`config.mk`:
```
export PLATFORM = sky130hd
export DESIGN_NAME = grow_live_die_envelope
export DESIGN_NICKNAME = d
export VERILOG_FILES = /design/src/rtl/gld_pkg.sv /design/src/rtl/grow_live_die_envelope.sv /design/src/rtl/gld_ratio_div.sv /design/src/rtl/gld_interp.sv
export VERILOG_INCLUDE_DIRS = /design/src /design/src/rtl
export SDC_FILE = /design/constraint.sdc
export NUM_CORES = 2
export LEC_CHECK = 0
export BUFFER_PORTS_ARGS = -buffer_cell sky130_fd_sc_hd__buf_2
export CORE_MARGIN = 4
export CORE_UTILIZATION = 45
export CTS_CLUSTER_DIAMETER = 40
export CTS_CLUSTER_SIZE = 20
export DETAILED_ROUTE_END_ITERATION = 10
export PLACE_DENSITY_LB_ADDON = 0.12
export SYNTH_ARGS = -nofsm -noshare
export SYNTH_HDL_FRONTEND = slang
export SYNTH_SLANG_ARGS = --single-unit
```
`constraint.sdc`:
```
create_clock -name aclk -period 10 [get_ports aclk]
set_input_delay 1 -clock aclk [delete_from_list [all_inputs] [get_ports aclk]]
set_output_delay 1 -clock aclk [all_outputs]
set_load 0.02 [all_outputs]
```
`src/rtl/grow_live_die_envelope_assert.svh`:
```
// Assertion macros for the envelope generator.
// Used by the top level; no other dependencies.
`ifndef GROW_LIVE_DIE_ENVELOPE_ASSERT_SVH
`define GROW_LIVE_DIE_ENVELOPE_ASSERT_SVH
`ifndef SYNTHESIS
`define GLD_ASSERT_IMP(lbl, clk, rstn, ante, cons, msg) \
    lbl: assert property (@(posedge clk) disable iff (!rstn) (ante) |-> (cons)) else $error(msg);
`define GLD_ASSERT_NXT(lbl, clk, rstn, ante, cons, msg) \
    lbl: assert property (@(posedge clk) disable iff (!rstn) (ante) |=> (cons)) else $error(msg);
`else
`define GLD_ASSERT_IMP(lbl, clk, rstn, ante, cons, msg)
`define GLD_ASSERT_NXT(lbl, clk, rstn, ante, cons, msg)
`endif
`endif

```
`src/rtl/gld_pkg.sv`:
```
// Shared types, codes and the half-cosine weight table for the envelope generator.
// No dependencies.
package gld_pkg;

    localparam int TIME_W     = 32;
    localparam int LEVEL_W    = 16;
    localparam int COS_DEPTH  = 256;
    localparam int HALF_DEPTH = COS_DEPTH / 2;
    localparam int RATIO_W    = 17;
    localparam int FAST_FALL  = 10;

    localparam logic [2:0] CMD_TICK  = 3'd0;
    localparam logic [2:0] CMD_PAUSE = 3'd1;
    localparam logic [2:0] CMD_PLAY  = 3'd2;
    localparam logic [2:0] CMD_SLEEP = 3'd3;
    localparam logic [2:0] CMD_DIE   = 3'd4;

    localparam logic [2:0] PH_WAIT  = 3'd0;
    localparam logic [2:0] PH_GROW  = 3'd1;
    localparam logic [2:0] PH_HOLD  = 3'd2;
    localparam logic [2:0] PH_FALL  = 3'd3;
    localparam logic [2:0] PH_DEAD  = 3'd4;
    localparam logic [2:0] PH_SLEEP = 3'd5;
    localparam logic [2:0] PH_STOP  = 3'd6;

    localparam logic [2:0] REG_GROW  = 3'd0;
    localparam logic [2:0] REG_FALL  = 3'd1;
    localparam logic [2:0] REG_HOLD  = 3'd2;
    localparam logic [2:0] REG_BPER  = 3'd3;
    localparam logic [2:0] REG_BDEP  = 3'd4;
    localparam logic [2:0] REG_START = 3'd5;
    localparam logic [2:0] REG_REST  = 3'd6;

    typedef struct packed {
        logic [2:0]  cmd;
        logic [15:0] elapsed;
    } in_t;

    typedef struct packed {
        logic [15:0] level;
        logic [2:0]  phase;
    } out_t;

    typedef struct packed {
        logic              start;
        logic [TIME_W-1:0] num;
        logic [TIME_W-1:0] den;
    } div_req_t;

    typedef struct packed {
        logic               start;
        logic [RATIO_W-1:0] ratio;
        logic [LEVEL_W-1:0] amp;
        logic               rising;
    } mix_req_t;

    typedef logic [15:0] hw_tab_t [0:HALF_DEPTH];

    // (1 - cos(pi * j / depth)) / 2 in Q16 from a Q30 Taylor series.
    function automatic logic [15:0] half_weight(input int j);
        logic [63:0] th;
        logic [63:0] t;
        logic [63:0] p;
        th = (64'd3373259426 * 64'(j)) / COS_DEPTH;
        t  = (th * th) >> 30;
        p  = 64'd296;
        p  = 64'd26630 - ((t * p) >> 30);
        p  = 64'd1491308 - ((t * p) >> 30);
        p  = 64'd44739243 - ((t * p) >> 30);
        p  = 64'd536870912 - ((t * p) >> 30);
        p  = (t * p) >> 30;
        p  = (p + 64'd16384) >> 15;
        return p[15:0];
    endfunction

    function automatic hw_tab_t build_half_weight();
        hw_tab_t tab;
        for (int j = 0; j <= HALF_DEPTH; j++) begin
            tab[j] = half_weight(j);
        end
        return tab;
    endfunction

    localparam hw_tab_t HALF_WEIGHT = build_half_weight();

    function automatic logic [TIME_W-1:0] time_add(input logic [TIME_W-1:0] a,
                                                   input logic [TIME_W-1:0] d);
        logic [TIME_W:0] s;
        s = {1'b0, a} + {1'b0, d};
        return s[TIME_W] ? {TIME_W{1'b1}} : s[TIME_W-1:0];
    endfunction

endpackage

```
`src/rtl/grow_live_die_envelope.sv`:
```
// Envelope generator top level: sequencer, envelope state and output register.
// A tick computes up to two ratios (beat, then rise or fall) on the shared 16-step divider,
// each followed by a cosine interpolation; a ratio of one or more is clamped to one.
// Input is ready again with the result.
// Reset (aresetn low, synchronous) restores the register defaults and the waiting phase.
module grow_live_die_envelope (
    input  logic          aclk,
    input  logic          aresetn,
    input  logic          s_valid,
    output logic          s_ready,
    input  gld_pkg::in_t  s_data,
    output logic          m_valid,
    input  logic          m_ready,
    output gld_pkg::out_t m_data,
    input  logic          cfg_we,
    input  logic [2:0]    cfg_index,
    input  logic [31:0]   cfg_wdata
);
    import gld_pkg::*;
    `include "grow_live_die_envelope_assert.svh"

    typedef enum logic [2:0] {
        S_IDLE, S_BEAT, S_BEAT_DIV, S_BEAT_MIX, S_PHASE, S_MAIN_DIV, S_MAIN_MIX, S_DONE
    } state_t;

    state_t state_reg;

    logic [TIME_W-1:0]  grow_dur_reg, fall_dur_reg, hold_dur_reg, beat_per_reg, start_dly_reg;
    logic [14:0]        beat_depth_reg;
    logic [LEVEL_W-1:0] rest_reg;

    logic [2:0]         phase_reg, saved_reg;
    logic [LEVEL_W-1:0] level_reg, offset_reg, target_reg, amp_reg;
    logic [TIME_W-1:0]  wait_tmr_reg, hold_tmr_reg, rise_tmr_reg, fall_tmr_reg, beat_tmr_reg;
    logic               rising_reg, fast_reg, cancel_reg, dir_reg;
    logic [15:0]        dt_reg;

    logic               m_valid_reg;
    out_t               m_data_reg;

    div_req_t           div_req;
    mix_req_t           mix_req;
    logic               div_done, mix_done;
    logic [RATIO_W-1:0] div_ratio;
    logic [LEVEL_W-1:0] mix_result;

    logic [TIME_W-1:0]  beat_sum, rise_sum, hold_sum, fall_sum, eff_hold;
    logic [19:0]        fall_step;
    logic [LEVEL_W:0]   peak_sum;
    logic [LEVEL_W-1:0] peak;
    logic               beat_wrap, in_beat_phase;

    always_comb begin
        beat_sum      = time_add(beat_tmr_reg, TIME_W'(dt_reg));
        rise_sum      = time_add(rise_tmr_reg, TIME_W'(dt_reg));
        hold_sum      = time_add(hold_tmr_reg, TIME_W'(dt_reg));
        fall_step     = fast_reg ? 20'(dt_reg) * 20'(FAST_FALL) : 20'(dt_reg);
        fall_sum      = time_add(fall_tmr_reg, TIME_W'(fall_step));
        eff_hold      = cancel_reg ? '0 : hold_dur_reg;
        peak_sum      = {1'b0, target_reg} + {1'b0, offset_reg};
        peak          = peak_sum[LEVEL_W] ? {LEVEL_W{1'b1}} : peak_sum[LEVEL_W-1:0];
        beat_wrap     = beat_sum >= beat_per_reg;
        in_beat_phase = phase_reg == PH_HOLD || phase_reg == PH_FALL;

        div_req.start = 1'b0;
        div_req.num   = '0;
        div_req.den   = '0;
        if (state_reg == S_BEAT) begin
            div_req.start = beat_per_reg != '0 && in_beat_phase;
            div_req.num   = beat_wrap ? '0 : beat_sum;
            div_req.den   = beat_per_reg;
        end else if (state_reg == S_PHASE) begin
            div_req.start = phase_reg == PH_GROW || phase_reg == PH_FALL;
            div_req.num   = (phase_reg == PH_GROW) ? rise_sum : fall_sum;
            div_req.den   = (phase_reg == PH_GROW) ? grow_dur_reg : fall_dur_reg;
        end

        mix_req.start  = div_done && (state_reg == S_BEAT_DIV || state_reg == S_MAIN_DIV);
        mix_req.ratio  = div_ratio;
        mix_req.amp    = (state_reg == S_BEAT_DIV) ? LEVEL_W'(beat_depth_reg) : amp_reg;
        mix_req.rising = (state_reg == S_BEAT_DIV) ? rising_reg : dir_reg;
    end

    gld_ratio_div u_div (
        .aclk    (aclk),
        .aresetn (aresetn),
        .req     (div_req),
        .done    (div_done),
        .ratio   (div_ratio)
    );

    gld_interp u_mix (
        .aclk    (aclk),
        .aresetn (aresetn),
        .req     (mix_req),
        .done    (mix_done),
        .result  (mix_result)
    );

    always_ff @(posedge aclk) begin
        if (!aresetn) begin
            state_reg      <= S_IDLE;
            grow_dur_reg   <= 32'd65536;
            fall_dur_reg   <= 32'd65536;
            hold_dur_reg   <= '0;
            beat_per_reg   <= '0;
            beat_depth_reg <= '0;
            start_dly_reg  <= '0;
            rest_reg       <= 16'd16384;
            phase_reg      <= PH_WAIT;
            saved_reg      <= PH_WAIT;
            level_reg      <= '0;
            wait_tmr_reg   <= '0;
            hold_tmr_reg   <= '0;
            rise_tmr_reg   <= '0;
            fall_tmr_reg   <= '0;
            beat_tmr_reg   <= '0;
            rising_reg     <= 1'b1;
            offset_reg     <= '0;
            target_reg     <= 16'd16384;
            fast_reg       <= 1'b0;
            cancel_reg     <= 1'b0;
            m_valid_reg    <= 1'b0;
        end else begin
            if (m_valid_reg && m_ready) begin
                m_valid_reg <= 1'b0;
            end
            unique case (state_reg)
                S_IDLE: begin
                    if (s_valid) begin
                        dt_reg    <= s_data.elapsed;
                        state_reg <= S_DONE;
                        priority case (s_data.cmd)
                            CMD_TICK: state_reg <= S_BEAT;
                            CMD_PAUSE: begin
                                if (phase_reg != PH_STOP) begin
                                    saved_reg <= phase_reg;
                                    phase_reg <= PH_STOP;
                                end
                            end
                            CMD_PLAY: begin
                                if (phase_reg == PH_STOP) begin
                                    phase_reg <= saved_reg;
                                end else if (phase_reg == PH_SLEEP) begin
                                    phase_reg <= PH_HOLD;
                                end
                            end
                            CMD_SLEEP: begin
                                if (phase_reg != PH_GROW) begin
                                    phase_reg <= PH_SLEEP;
                                end
                            end
                            CMD_DIE: begin
                                if (in_beat_phase) begin
                                    fast_reg   <= 1'b1;
                                    cancel_reg <= 1'b1;
                                end else if (phase_reg == PH_GROW) begin
                                    fast_reg     <= 1'b1;
                                    target_reg   <= (level_reg > offset_reg) ?
                                                    level_reg - offset_reg : '0;
                                    rise_tmr_reg <= '0;
                                    phase_reg    <= PH_FALL;
                                end
                            end
                            default: ;
                        endcase
                    end
                end
                S_BEAT: begin
                    state_reg <= S_PHASE;
                    if (beat_per_reg != '0) begin
                        if (!in_beat_phase) begin
                            rising_reg <= 1'b0;
                            offset_reg <= LEVEL_W'(beat_depth_reg);
                        end else begin
                            state_reg <= S_BEAT_DIV;
                            if (beat_wrap) begin
                                beat_tmr_reg <= '0;
                                rising_reg   <= !rising_reg;
                            end else begin
                                beat_tmr_reg <= beat_sum;
                            end
                        end
                    end
                end
                S_BEAT_DIV: begin
                    if (div_done) begin
                        state_reg <= S_BEAT_MIX;
                    end
                end
                S_BEAT_MIX: begin
                    if (mix_done) begin
                        offset_reg <= mix_result;
                        state_reg  <= S_PHASE;
                    end
                end
                S_PHASE: begin
                    state_reg <= S_DONE;
                    amp_reg   <= peak;
                    unique case (phase_reg)
                        PH_WAIT: begin
                            if (wait_tmr_reg < start_dly_reg) begin
                                wait_tmr_reg <= time_add(wait_tmr_reg, TIME_W'(dt_reg));
                            end else begin
                                phase_reg <= PH_GROW;
                            end
                        end
                        PH_GROW: begin
                            dir_reg   <= 1'b1;
                            state_reg <= S_MAIN_DIV;
                            if (rise_sum >= grow_dur_reg) begin
                                rise_tmr_reg <= '0;
                                phase_reg    <= PH_HOLD;
                            end else begin
                                rise_tmr_reg <= rise_sum;
                            end
                        end
                        PH_HOLD: begin
                            if (eff_hold == '0 && fall_dur_reg != '0) begin
                                phase_reg <= PH_FALL;
                            end else begin
                                level_reg <= peak;
                                if (hold_sum >= eff_hold) begin
                                    hold_tmr_reg <= '0;
                                    if (fall_dur_reg != '0) begin
                                        phase_reg <= PH_FALL;
                                    end
                                end else begin
                                    hold_tmr_reg <= hold_sum;
                                end
                            end
                        end
                        PH_FALL: begin
                            dir_reg   <= 1'b0;
                            state_reg <= S_MAIN_DIV;
                            if (fall_sum >= fall_dur_reg) begin
                                fall_tmr_reg <= '0;
                                phase_reg    <= PH_DEAD;
                                target_reg   <= rest_reg;
                                fast_reg     <= 1'b0;
                                wait_tmr_reg <= '0;
                                beat_tmr_reg <= '0;
                            end else begin
                                fall_tmr_reg <= fall_sum;
                            end
                        end
                        PH_DEAD: phase_reg <= PH_GROW;
                        default: ;
                    endcase
                end
                S_MAIN_DIV: begin
                    if (div_done) begin
                        state_reg <= S_MAIN_MIX;
                    end
                end
                S_MAIN_MIX: begin
                    if (mix_done) begin
                        level_reg <= mix_result;
                        state_reg <= S_DONE;
                    end
                end
                S_DONE: begin
                    // The result waits here while the previous transfer is still pending.
                    if (!m_valid_reg || m_ready) begin
                        m_valid_reg      <= 1'b1;
                        m_data_reg.level <= level_reg;
                        m_data_reg.phase <= phase_reg;
                        state_reg        <= S_IDLE;
                    end
                end
                default: state_reg <= S_IDLE;
            endcase

            if (cfg_we) begin
                unique case (cfg_index)
                    REG_GROW:  grow_dur_reg <= cfg_wdata;
                    REG_FALL:  fall_dur_reg <= cfg_wdata;
                    REG_HOLD: begin
                        hold_dur_reg <= cfg_wdata;
                        cancel_reg   <= 1'b0;
                    end
                    REG_BPER:  beat_per_reg   <= cfg_wdata;
                    REG_BDEP:  beat_depth_reg <= cfg_wdata[14:0];
                    REG_START: start_dly_reg  <= cfg_wdata;
                    REG_REST: begin
                        rest_reg   <= cfg_wdata[15:0];
                        target_reg <= cfg_wdata[15:0];
                    end
                    default: ;
                endcase
            end
        end
    end

    assign s_ready = state_reg == S_IDLE;
    assign m_valid = m_valid_reg;
    assign m_data  = m_data_reg;

    `GLD_ASSERT_IMP(a_div_owner, aclk, aresetn, div_done, state_reg == S_BEAT_DIV || state_reg == S_MAIN_DIV, "divider finished with no owner")
    `GLD_ASSERT_IMP(a_mix_owner, aclk, aresetn, mix_done, state_reg == S_BEAT_MIX || state_reg == S_MAIN_MIX, "mixer finished with no owner")
    `GLD_ASSERT_NXT(a_one_item, aclk, aresetn, s_valid && s_ready, !s_ready, "second item taken while busy")
    `GLD_ASSERT_IMP(a_phase_code, aclk, aresetn, 1'b1, phase_reg <= PH_STOP, "phase register holds an unused code")
endmodule

```
`src/rtl/gld_ratio_div.sv`:
```
// Shared restoring divider: ratio = (num << 16) / den in Q1.16, clamped to one.
// Depends on gld_pkg.
module gld_ratio_div (
    input  logic                      aclk,
    input  logic                      aresetn,
    input  gld_pkg::div_req_t         req,
    output logic                      done,
    output logic [gld_pkg::RATIO_W-1:0] ratio
);
    import gld_pkg::*;

    logic              busy_reg;
    logic [4:0]        cnt_reg;
    logic [TIME_W:0]   rem_reg;
    logic [TIME_W-1:0] den_reg;
    logic [15:0]       q_reg;
    logic              done_reg;
    logic [RATIO_W-1:0] ratio_reg;

    logic [TIME_W:0]   shifted;
    logic              take;
    logic [TIME_W:0]   rem_next;
    logic [15:0]       q_next;

    always_comb begin
        shifted  = {rem_reg[TIME_W-1:0], 1'b0};
        take     = shifted >= {1'b0, den_reg};
        rem_next = take ? shifted - {1'b0, den_reg} : shifted;
        q_next   = {q_reg[14:0], take};
    end

    always_ff @(posedge aclk) begin
        if (!aresetn) begin
            busy_reg <= 1'b0;
            done_reg <= 1'b0;
            cnt_reg  <= '0;
        end else begin
            done_reg <= 1'b0;
            if (req.start) begin
                if (req.den == '0 || req.num >= req.den) begin
                    ratio_reg <= RATIO_W'(1 << 16);
                    done_reg  <= 1'b1;
                end else begin
                    busy_reg <= 1'b1;
                    cnt_reg  <= 5'd16;
                    rem_reg  <= {1'b0, req.num};
                    den_reg  <= req.den;
                    q_reg    <= '0;
                end
            end else if (busy_reg) begin
                rem_reg <= rem_next;
                q_reg   <= q_next;
                cnt_reg <= cnt_reg - 5'd1;
                if (cnt_reg == 5'd1) begin
                    busy_reg  <= 1'b0;
                    done_reg  <= 1'b1;
                    ratio_reg <= {1'b0, q_next};
                end
            end
        end
    end

    assign done  = done_reg;
    assign ratio = ratio_reg;
endmodule

```
`src/rtl/gld_interp.sv`:
```
// Cosine interpolation unit: weight lookup, then one registered multiply.
// Depends on gld_pkg for the half-weight table.
module gld_interp (
    input  logic                      aclk,
    input  logic                      aresetn,
    input  gld_pkg::mix_req_t         req,
    output logic                      done,
    output logic [gld_pkg::LEVEL_W-1:0] result
);
    import gld_pkg::*;

    logic [8:0]         idx;
    logic               low_half;
    logic [8:0]         mirror;
    logic [7:0]         j;
    logic [15:0]        hw;
    logic [16:0]        w;
    logic [16:0]        coef;

    logic               pend_reg;
    logic [16:0]        coef_reg;
    logic [LEVEL_W-1:0] amp_reg;
    logic               done_reg;
    logic [LEVEL_W-1:0] result_reg;

    logic [33:0]        prod;

    always_comb begin
        idx      = req.ratio[16:8];
        low_half = idx <= 9'(HALF_DEPTH);
        mirror   = 9'(COS_DEPTH) - idx;
        j        = low_half ? idx[7:0] : mirror[7:0];
        hw       = HALF_WEIGHT[j];
        w        = low_half ? {1'b0, hw} : 17'h10000 - {1'b0, hw};
        coef     = req.rising ? w : 17'h10000 - w;
        prod     = 34'(amp_reg) * 34'(coef_reg) + 34'd32768;
    end

    always_ff @(posedge aclk) begin
        if (!aresetn) begin
            pend_reg <= 1'b0;
            done_reg <= 1'b0;
        end else begin
            done_reg <= pend_reg;
            pend_reg <= req.start;
            if (req.start) begin
                coef_reg <= coef;
                amp_reg  <= req.amp;
            end
            if (pend_reg) begin
                result_reg <= (prod[33:32] != 2'b00) ? {LEVEL_W{1'b1}} : prod[31:16];
            end
        end
    end

    assign done   = done_reg;
    assign result = result_reg;
endmodule
```
# After elaboration in Yosys (flattened, before gate mapping)
# Memories as Yosys holds them, arrays and structs flattened.
# Cells that the tools add are included.
[classes]
addsub = 13
n_eq_ne = 61
n_reduce_logical = 58
mul = 2
magnitude_cmp = 10
muxes = 121
bitwise = 3
[op_table]
columns = ["cell", "n"]
rows = [
  ["32-bit 2-to-1 mux", 26],
  ["16-bit 2-to-1 mux", 17],
  ["32-bit case mux with 2 select lines", 3],
  ["32-bit greater-or-equal comparator", 5],
  ["32-bit by 16-bit adder with 33-bit output", 4],
  ["65-bit 2-to-1 mux", 2],
  ["17-bit 2-to-1 mux", 6],
  ["16-bit case mux with 2 select lines", 3],
  ["3-bit 2-to-1 mux", 22],
  ["32-bit zero test", 2],
  ["32-bit nonzero test", 2],
  ["15-bit 2-to-1 mux", 4],
  ["33-bit by 16-bit adder with 34-bit output (second input constant)", 1],
  ["32-bit by 20-bit adder with 33-bit output", 1],
  ["3-bit equality test (second input constant)", 11],
  ["33-bit by 32-bit greater-or-equal comparator with 1-bit output", 1],
  ["16-bit by 17-bit multiplier with 33-bit output", 1],
  ["32-bit < comparator", 1],
  ["32-bit subtractor", 1],
  ["1-bit 2-to-1 mux", 26],
  ["3-bit by 2-bit equality test with 1-bit output (second input constant)", 8],
  ["3-bit case mux with 8 select lines", 1],
  ["2-bit AND reduction", 12],
  ["2-bit by 1-bit inequality test with 1-bit output (second input constant)", 11],
  ["41 further kinds", 97],
]
[word_totals]
rom_bits = 4096
register_bits = 618
word_cells = 309
mem_count = 1
output_inout_bits = 21
[mem_list]
columns = ["memory", "words", "word_bits", "read_ports", "rd_clocked_by_memory_dff", "wr", "line", "source"]
rows = [
  ["(no name shown)", 256, 16, 1, 0, 0, "gld_interp.sv:33", "hw = HALF_WEIGHT[j];"],
]

# Logic depth before layout (Yosys ltp)
[depth]
ltp_word = 11
ltp_mapped = 42

# Cells and area by module
# A second synthesis with hierarchy kept.
[hier_totals]
cells_unflattened = 6407
area_unflattened_um2 = 52467.8
[by_module_without_submodules]
columns = ["module", "cells_per_inst", "n_inst", "seq_area_each_um2", "area_each_um2"]
rows = [
  ["grow_live_die_envelope", 4072, 1, 9809.4, 31345.1],
  ["gld_interp", 1673, 1, 1511.4, 14351.3],
  ["gld_ratio_div", 662, 1, 3022.9, 6771.5],
]

# Worst setup path after synthesis
# No wires, ideal clock.
[synth_timing]
path_kind = "flip-flop to flip-flop"
from = "reg dt_reg[0]"
to = "reg u_div.q_reg[0] (enable)"
path_stages_with_launch = 41
slack_ns = 0.229
period_less_slack_ns = 9.771
arrival_ns = 9.320
required_time_ns = 9.548
cell_sequence = "edfxtp_1 > ha_1 > fa_1 > a21o_1 > a21oi_1 > o21bai_1 > a21oi_1 > o21bai_1 > a21o_1 > a21boi_0 > o21a_1 > nor4_1 > clkbuf_1 > nor2_1 > inv_1 > ha_1 > a21o_1 > a21o_1 > [... 5 more ...] > a21oi_1 > o21ai_0 > a21oi_1 > nor2_1 > clkbuf_1 > a21o_1 > ha_1 > a21o_1 > a21o_1 > a21oi_1 > nor2b_1 > o21ai_0 > nand2b_1 > a2111oi_0 > o21ai_0 > a21oi_1 > a21oi_1 > nor2_1"
[synth_via]
elab_chain_cells = 11
[synth_rtl]
columns = ["item", "line", "source"]
rows = [
  ["start: declaration", "grow_live_die_envelope.sv:36", "logic [15:0] dt_reg;"],
  ["start signal: assignment", "grow_live_die_envelope.sv:131", "dt_reg <= s_data.elapsed;"],
  ["16-bit by 3-bit multiplier with 19-bit output", "grow_live_die_envelope.sv:57", "fall_step = fast_reg ? 20'(dt_reg) * 20'(FAST_FALL) : 20'(dt_reg);"],
  ["20-bit 2-to-1 mux", "grow_live_die_envelope.sv:57", ""],
  ["32-bit by 20-bit adder with 33-bit output", "gld_pkg.sv:89", "s = {1'b0, a} + {1'b0, d};"],
  ["32-bit 2-to-1 mux", "gld_pkg.sv:90", "return s[TIME_W] ? {TIME_W{1'b1}} : s[TIME_W-1:0];"],
  ["32-bit 2-to-1 mux", "grow_live_die_envelope.sv:74", "div_req.num = (phase_reg == PH_GROW) ? rise_sum : fall_sum;"],
  ["65-bit 2-to-1 mux", "grow_live_die_envelope.sv:72", "end else if (state_reg == S_PHASE) begin"],
  ["65-bit 2-to-1 mux (*)", "grow_live_die_envelope.sv:68", "if (state_reg == S_BEAT) begin"],
  ["32-bit greater-or-equal comparator (*)", "gld_ratio_div.sv:40", "if (req.den == '0 || req.num >= req.den) begin"],
  ["1-bit logical OR (*)", "gld_ratio_div.sv:40", ""],
  ["2-bit inequality test (no line) (*)", "n/a", ""],
  ["3-bit AND reduction (no line) (*)", "n/a", ""],
  ["end signal: assignment", "gld_ratio_div.sv:52", "q_reg <= q_next;"],
  ["end: declaration", "gld_ratio_div.sv:16", "logic [15:0] q_reg;"],
]
# Every way passes the cells marked *; elsewhere a longest branch is shown, timed or not.
# A chain may end at the register's enable or synchronous reset.

# Final worst setup path
[layout_timing]
from = "reg dt_reg[0]"
to = "reg u_div.rem_reg[4] (enable)"
[layout_via]
elab_chain_cells = 11
[layout_rtl]
columns = ["item", "line", "source"]
rows = [
  ["16-bit by 3-bit multiplier with 19-bit output", "grow_live_die_envelope.sv:57", ""],
  ["20-bit 2-to-1 mux", "grow_live_die_envelope.sv:57", ""],
  ["32-bit by 20-bit adder with 33-bit output", "gld_pkg.sv:89", ""],
  ["32-bit 2-to-1 mux", "gld_pkg.sv:90", ""],
  ["32-bit 2-to-1 mux", "grow_live_die_envelope.sv:74", ""],
  ["65-bit 2-to-1 mux", "grow_live_die_envelope.sv:72", ""],
  ["65-bit 2-to-1 mux (*)", "grow_live_die_envelope.sv:68", ""],
  ["32-bit greater-or-equal comparator (*)", "gld_ratio_div.sv:40", ""],
  ["1-bit logical OR (*)", "gld_ratio_div.sv:40", ""],
  ["2-bit inequality test (no line) (*)", "n/a", ""],
  ["3-bit AND reduction (no line) (*)", "n/a", ""],
  ["end signal: assignment", "gld_ratio_div.sv:46", "rem_reg <= {1'b0, req.num};"],
  ["end signal: assignment", "gld_ratio_div.sv:51", "rem_reg <= rem_next;"],
  ["end: declaration", "gld_ratio_div.sv:14", "logic [TIME_W:0] rem_reg;"],
]
# Marked as above.

==> parameters.txt <==
Parameter                              Value

Floorplanning
  Initial core utilization ... 45.5%
  Floorplan core area ... 113000 µm²
  Die boundary height ... 346 µm
  X dimension of the die ... 346 µm
  Die area ... 120000 µm²
  Number of standard-cell rows in the floorplan ... 123
  Top-Level Pins ... 80

Synthesis
  Number of nets in the synthesized netlist ... between 7000 and 8000
  Count of flip-flops with a built-in enable after synthesis ... 189
  Unique cell type count in the Yosys netlist ... between 100 and 150
  Cell count after synthesis ... 6245
  Mapped cell area ... 51400 µm²
  Post-synth ARST share ... 0%
  Most frequently used flop master after synthesis ... sky130_fd_sc_hd__dfxtp_1
  Total of warnings raised by yosys ... 0
  Yosys reg bits ... 610
  Register area share after synthesis ... 27.4%
  Synthesized area divided by synthesized cell count ... 8.23 µm²

Clock tree
  Clock Sinks ... 610
  Number of buffers added to fix hold violations after cts ... 0
  Maximum number of buffers from clock root to sink ... 3
  Skew-Pair Late Insertion Delay ... 0.69 ns
  Clock-pin slew of the registers on the worst-case setup and hold paths ... 0.05 ns
  Clock tree root driver cell ... sky130_fd_sc_hd__clkbuf_16
  H-Tree Depth ... 3
  TritonCTS buffer count ... around 110
  CTS tree ... yes
  Post-CTS setup-driven buffer insertion count ... 0

Place
  Weighted congestion at the end of routability-driven global placement ... 0.948
  Placed cell count ... 7573
  Place WS ... about 0.63 ns
  Final HPWL DP ... 127 mm
  Number of I/O port buffers ... between 70 and 80

GRT
  Grt total ovfl ... 0
  Wire length of the first global-routing pass ... approximately 260 mm
  Aggregate global-route resource usage ... 27.9%
  Maximum number of pins on one net before global-route repair ... 140
  Number of global-route vias before repair ... 43600
  Initial antenna violation count ... 15

Run status
  Run status ... complete, no violations

STA
  Final Hold Violating Endpoints ... 0
  Hold slack final ... 0.448 ns
  Setup repair after global routing missed its margin ... false
  Setup Total Neg Slack ... 0 ns
  Final Max Tran Viols ... 0
  Worst Skew ... 0.0400 ns
  Max-Slew Margin vs Limit ... between 20% and 30%
  Worst-margin pin slew ... 1.16 ns
  Fin crit period ... 9.37 ns
  Final period utilization ... 93.7%
  Max Clock Freq ... 107 MHz
  Final Worst Setup Slack ... about 0.63 ns
  Final Setup Violations ... 0

Worst hold path
  Worst hold path stage count ... 2
  Hold wc startpoint ... rest_reg[14]
  Path category of the worst min-delay check ... flip-flop to flip-flop

Critical path
  Worst Setup Start Kind ... flip-flop
  Crit end category ... flip-flop
  Crit-path most repeated cell ... sky130_fd_sc_hd__a21o_1
  Beginning of the critical path ... dt_reg[0]
  Cell depth of the worst flop-to-flop path ... 41
  Crit path required time ... about 10 ns
  Kind of critical path ... flip-flop to flip-flop
  CP max-delay cell ... sky130_fd_sc_hd__a2111oi_0
  Worst Path Arrival ... 9.72 ns
  Delay of the slowest cell on the worst path ... approximately 0.56 ns
  Maximum net fanout on the critical path ... 47
  Reg2Reg Launch Point ... dt_reg[0]

Routing
  Remaining number of nets flagged by the antenna check after routing ... 0
  Remaining DRCs ... 0
  Via count ... approximately 45000
  Routed len/inst ... 22.0 µm
  Vias per Instance ... around 5.8
  Final wirelength ... 171 mm
  DRT iter0 DRCs ... around 4000
  Number of iterations in the first detailed-routing pass ... 5

Layout
  Non-filler cells, final ... between 7000 and 8000
  Area Overhead vs Synth ... 10.8%
  Number of nets in the layout ... 6957
  Fill cell instance count of the final layout ... around 11000
  Fraction of layout cells with a size suffix above 1 ... 8.48%
  Share of the core filled with cells ... between 50% and 60%

Power
  Total power divided by cell area ... 159 nW/µm²
  IR Drop Worst-Case VDD ... 0.147 mV
  Static leakage power ... 23.8 nW

Flow run
  Count of max-cap constraint violations ... 0
-- synth_stat cells, drive strengths merged (63+ instances only) --
master	count	area [µm²]
mux2	73	826
mux2i	70	713
dfxtp	421	8430
edfxtp	189	5680
xnor2	146	1310
clkbuf	290	1090
a21oi	515	2590
a21o	152	1140
ha	501	6270
nand3	132	666
o21ai	297	1490
nor3	106	546
and2	153	957
nand2	977	3670
fa	217	4340
inv	600	2250
nand4	63	407
nor2	332	1250
-- logic make-up after synthesis --
kind of cell / count (synthesis) / share of synthesized area (%)
simple gates: 2042 / 18.2
mux: 143 / 3.00
xor+xnor: 198 / 3.44
fa+ha+maj: 720 / 20.7
flops: 610 / 27.4
buf+inv: 945 / 7.14
compound gates: 1587 / 20.1
-- path summary, 6_finish.rpt --
kind                                         end  slack [ns]
worst max-delay path            u_div.rem_reg[4]        0.63
worst min-delay path                rest_reg[14]        0.45
worst max register to register  u_div.rem_reg[4]        0.63
worst min register to register      rest_reg[14]        0.45
-- final cells by class --
type	count	area (µm²)	share of cell area (%)
Tap cell	1500	1880	3.30
Multi-Input combinational cell	4690	33700	59.3
Timing Repair Buffer	171	1110	1.96
Antenna cell	9	22.5	0.0396
Clock inverter	80	998	1.75
Clock buffer	120	2810	4.93
Sequential cell	610	14100	24.8
Inverter	602	2270	3.99
-- metal layers --
layer	up-vias	track usage (%)	share of wire (%)
met5	-	0	0.019
met4	4	9.66	3.6
met1	21700	38.9	45
li1	21700	-	-
met2	1621	43.7	44
met3	278	4.61	7.8
-- power breakdown --
group / total (mW) / internal [mW] / switching [mW]
Combinational: 2.38 / 0.885 / 1.50
Sequential: 2.82 / 2.69 / 0.136
Clock: 3.85 / 2.39 / 1.46
-- critical path, delay by kind of cell, from the launching register on --
kind                       cells  cell delay (ns)
DFF                            1             0.38
AOI/OAI and AO/OA             28             5.73
adders and majority gates      4             1.24
buffers and inverters          2             0.40
and+or+nand+nor                7             1.27
-- through the flow --
stage / total power [mW] / instance area [µm²]
floorplan: 4.48 / 51400
global placement: 5.18 / 53100
detailed placement: 5.20 / 53100
CTS: 9.07 / 56900
global route: 9.48 / 56900
finish: 9.06 / 56900
-- cells in the final DEF (no fill, tap or decap), drive strengths merged, types with 70 or more instances in the layout --
cell | netlist | routed
nand2 | 977 | 977
inv | 600 | 630
a21oi | 515 | 515
ha | 501 | 501
dfxtp | 421 | 421
nor2 | 332 | 332
o21ai | 297 | 297
fa | 217 | 217
edfxtp | 189 | 189
buf | 53 | 171
and2 | 153 | 153
a21o | 152 | 152
xnor2 | 146 | 146
nand3 | 132 | 132
clkbuf | 290 | 120
nor3 | 106 | 106
mux2 | 73 | 73
mux2i | 70 | 70
-- what timing repair did --
| action | 4_1_cts | 5_1_grt |
|---|---|---|
| setup endpoints to repair | 0 | 79 |
| resized for setup | 0 | 1 |
| endpoints found under the hold margin | 0 | 0 |
Power figures use the tool's default switching activity.
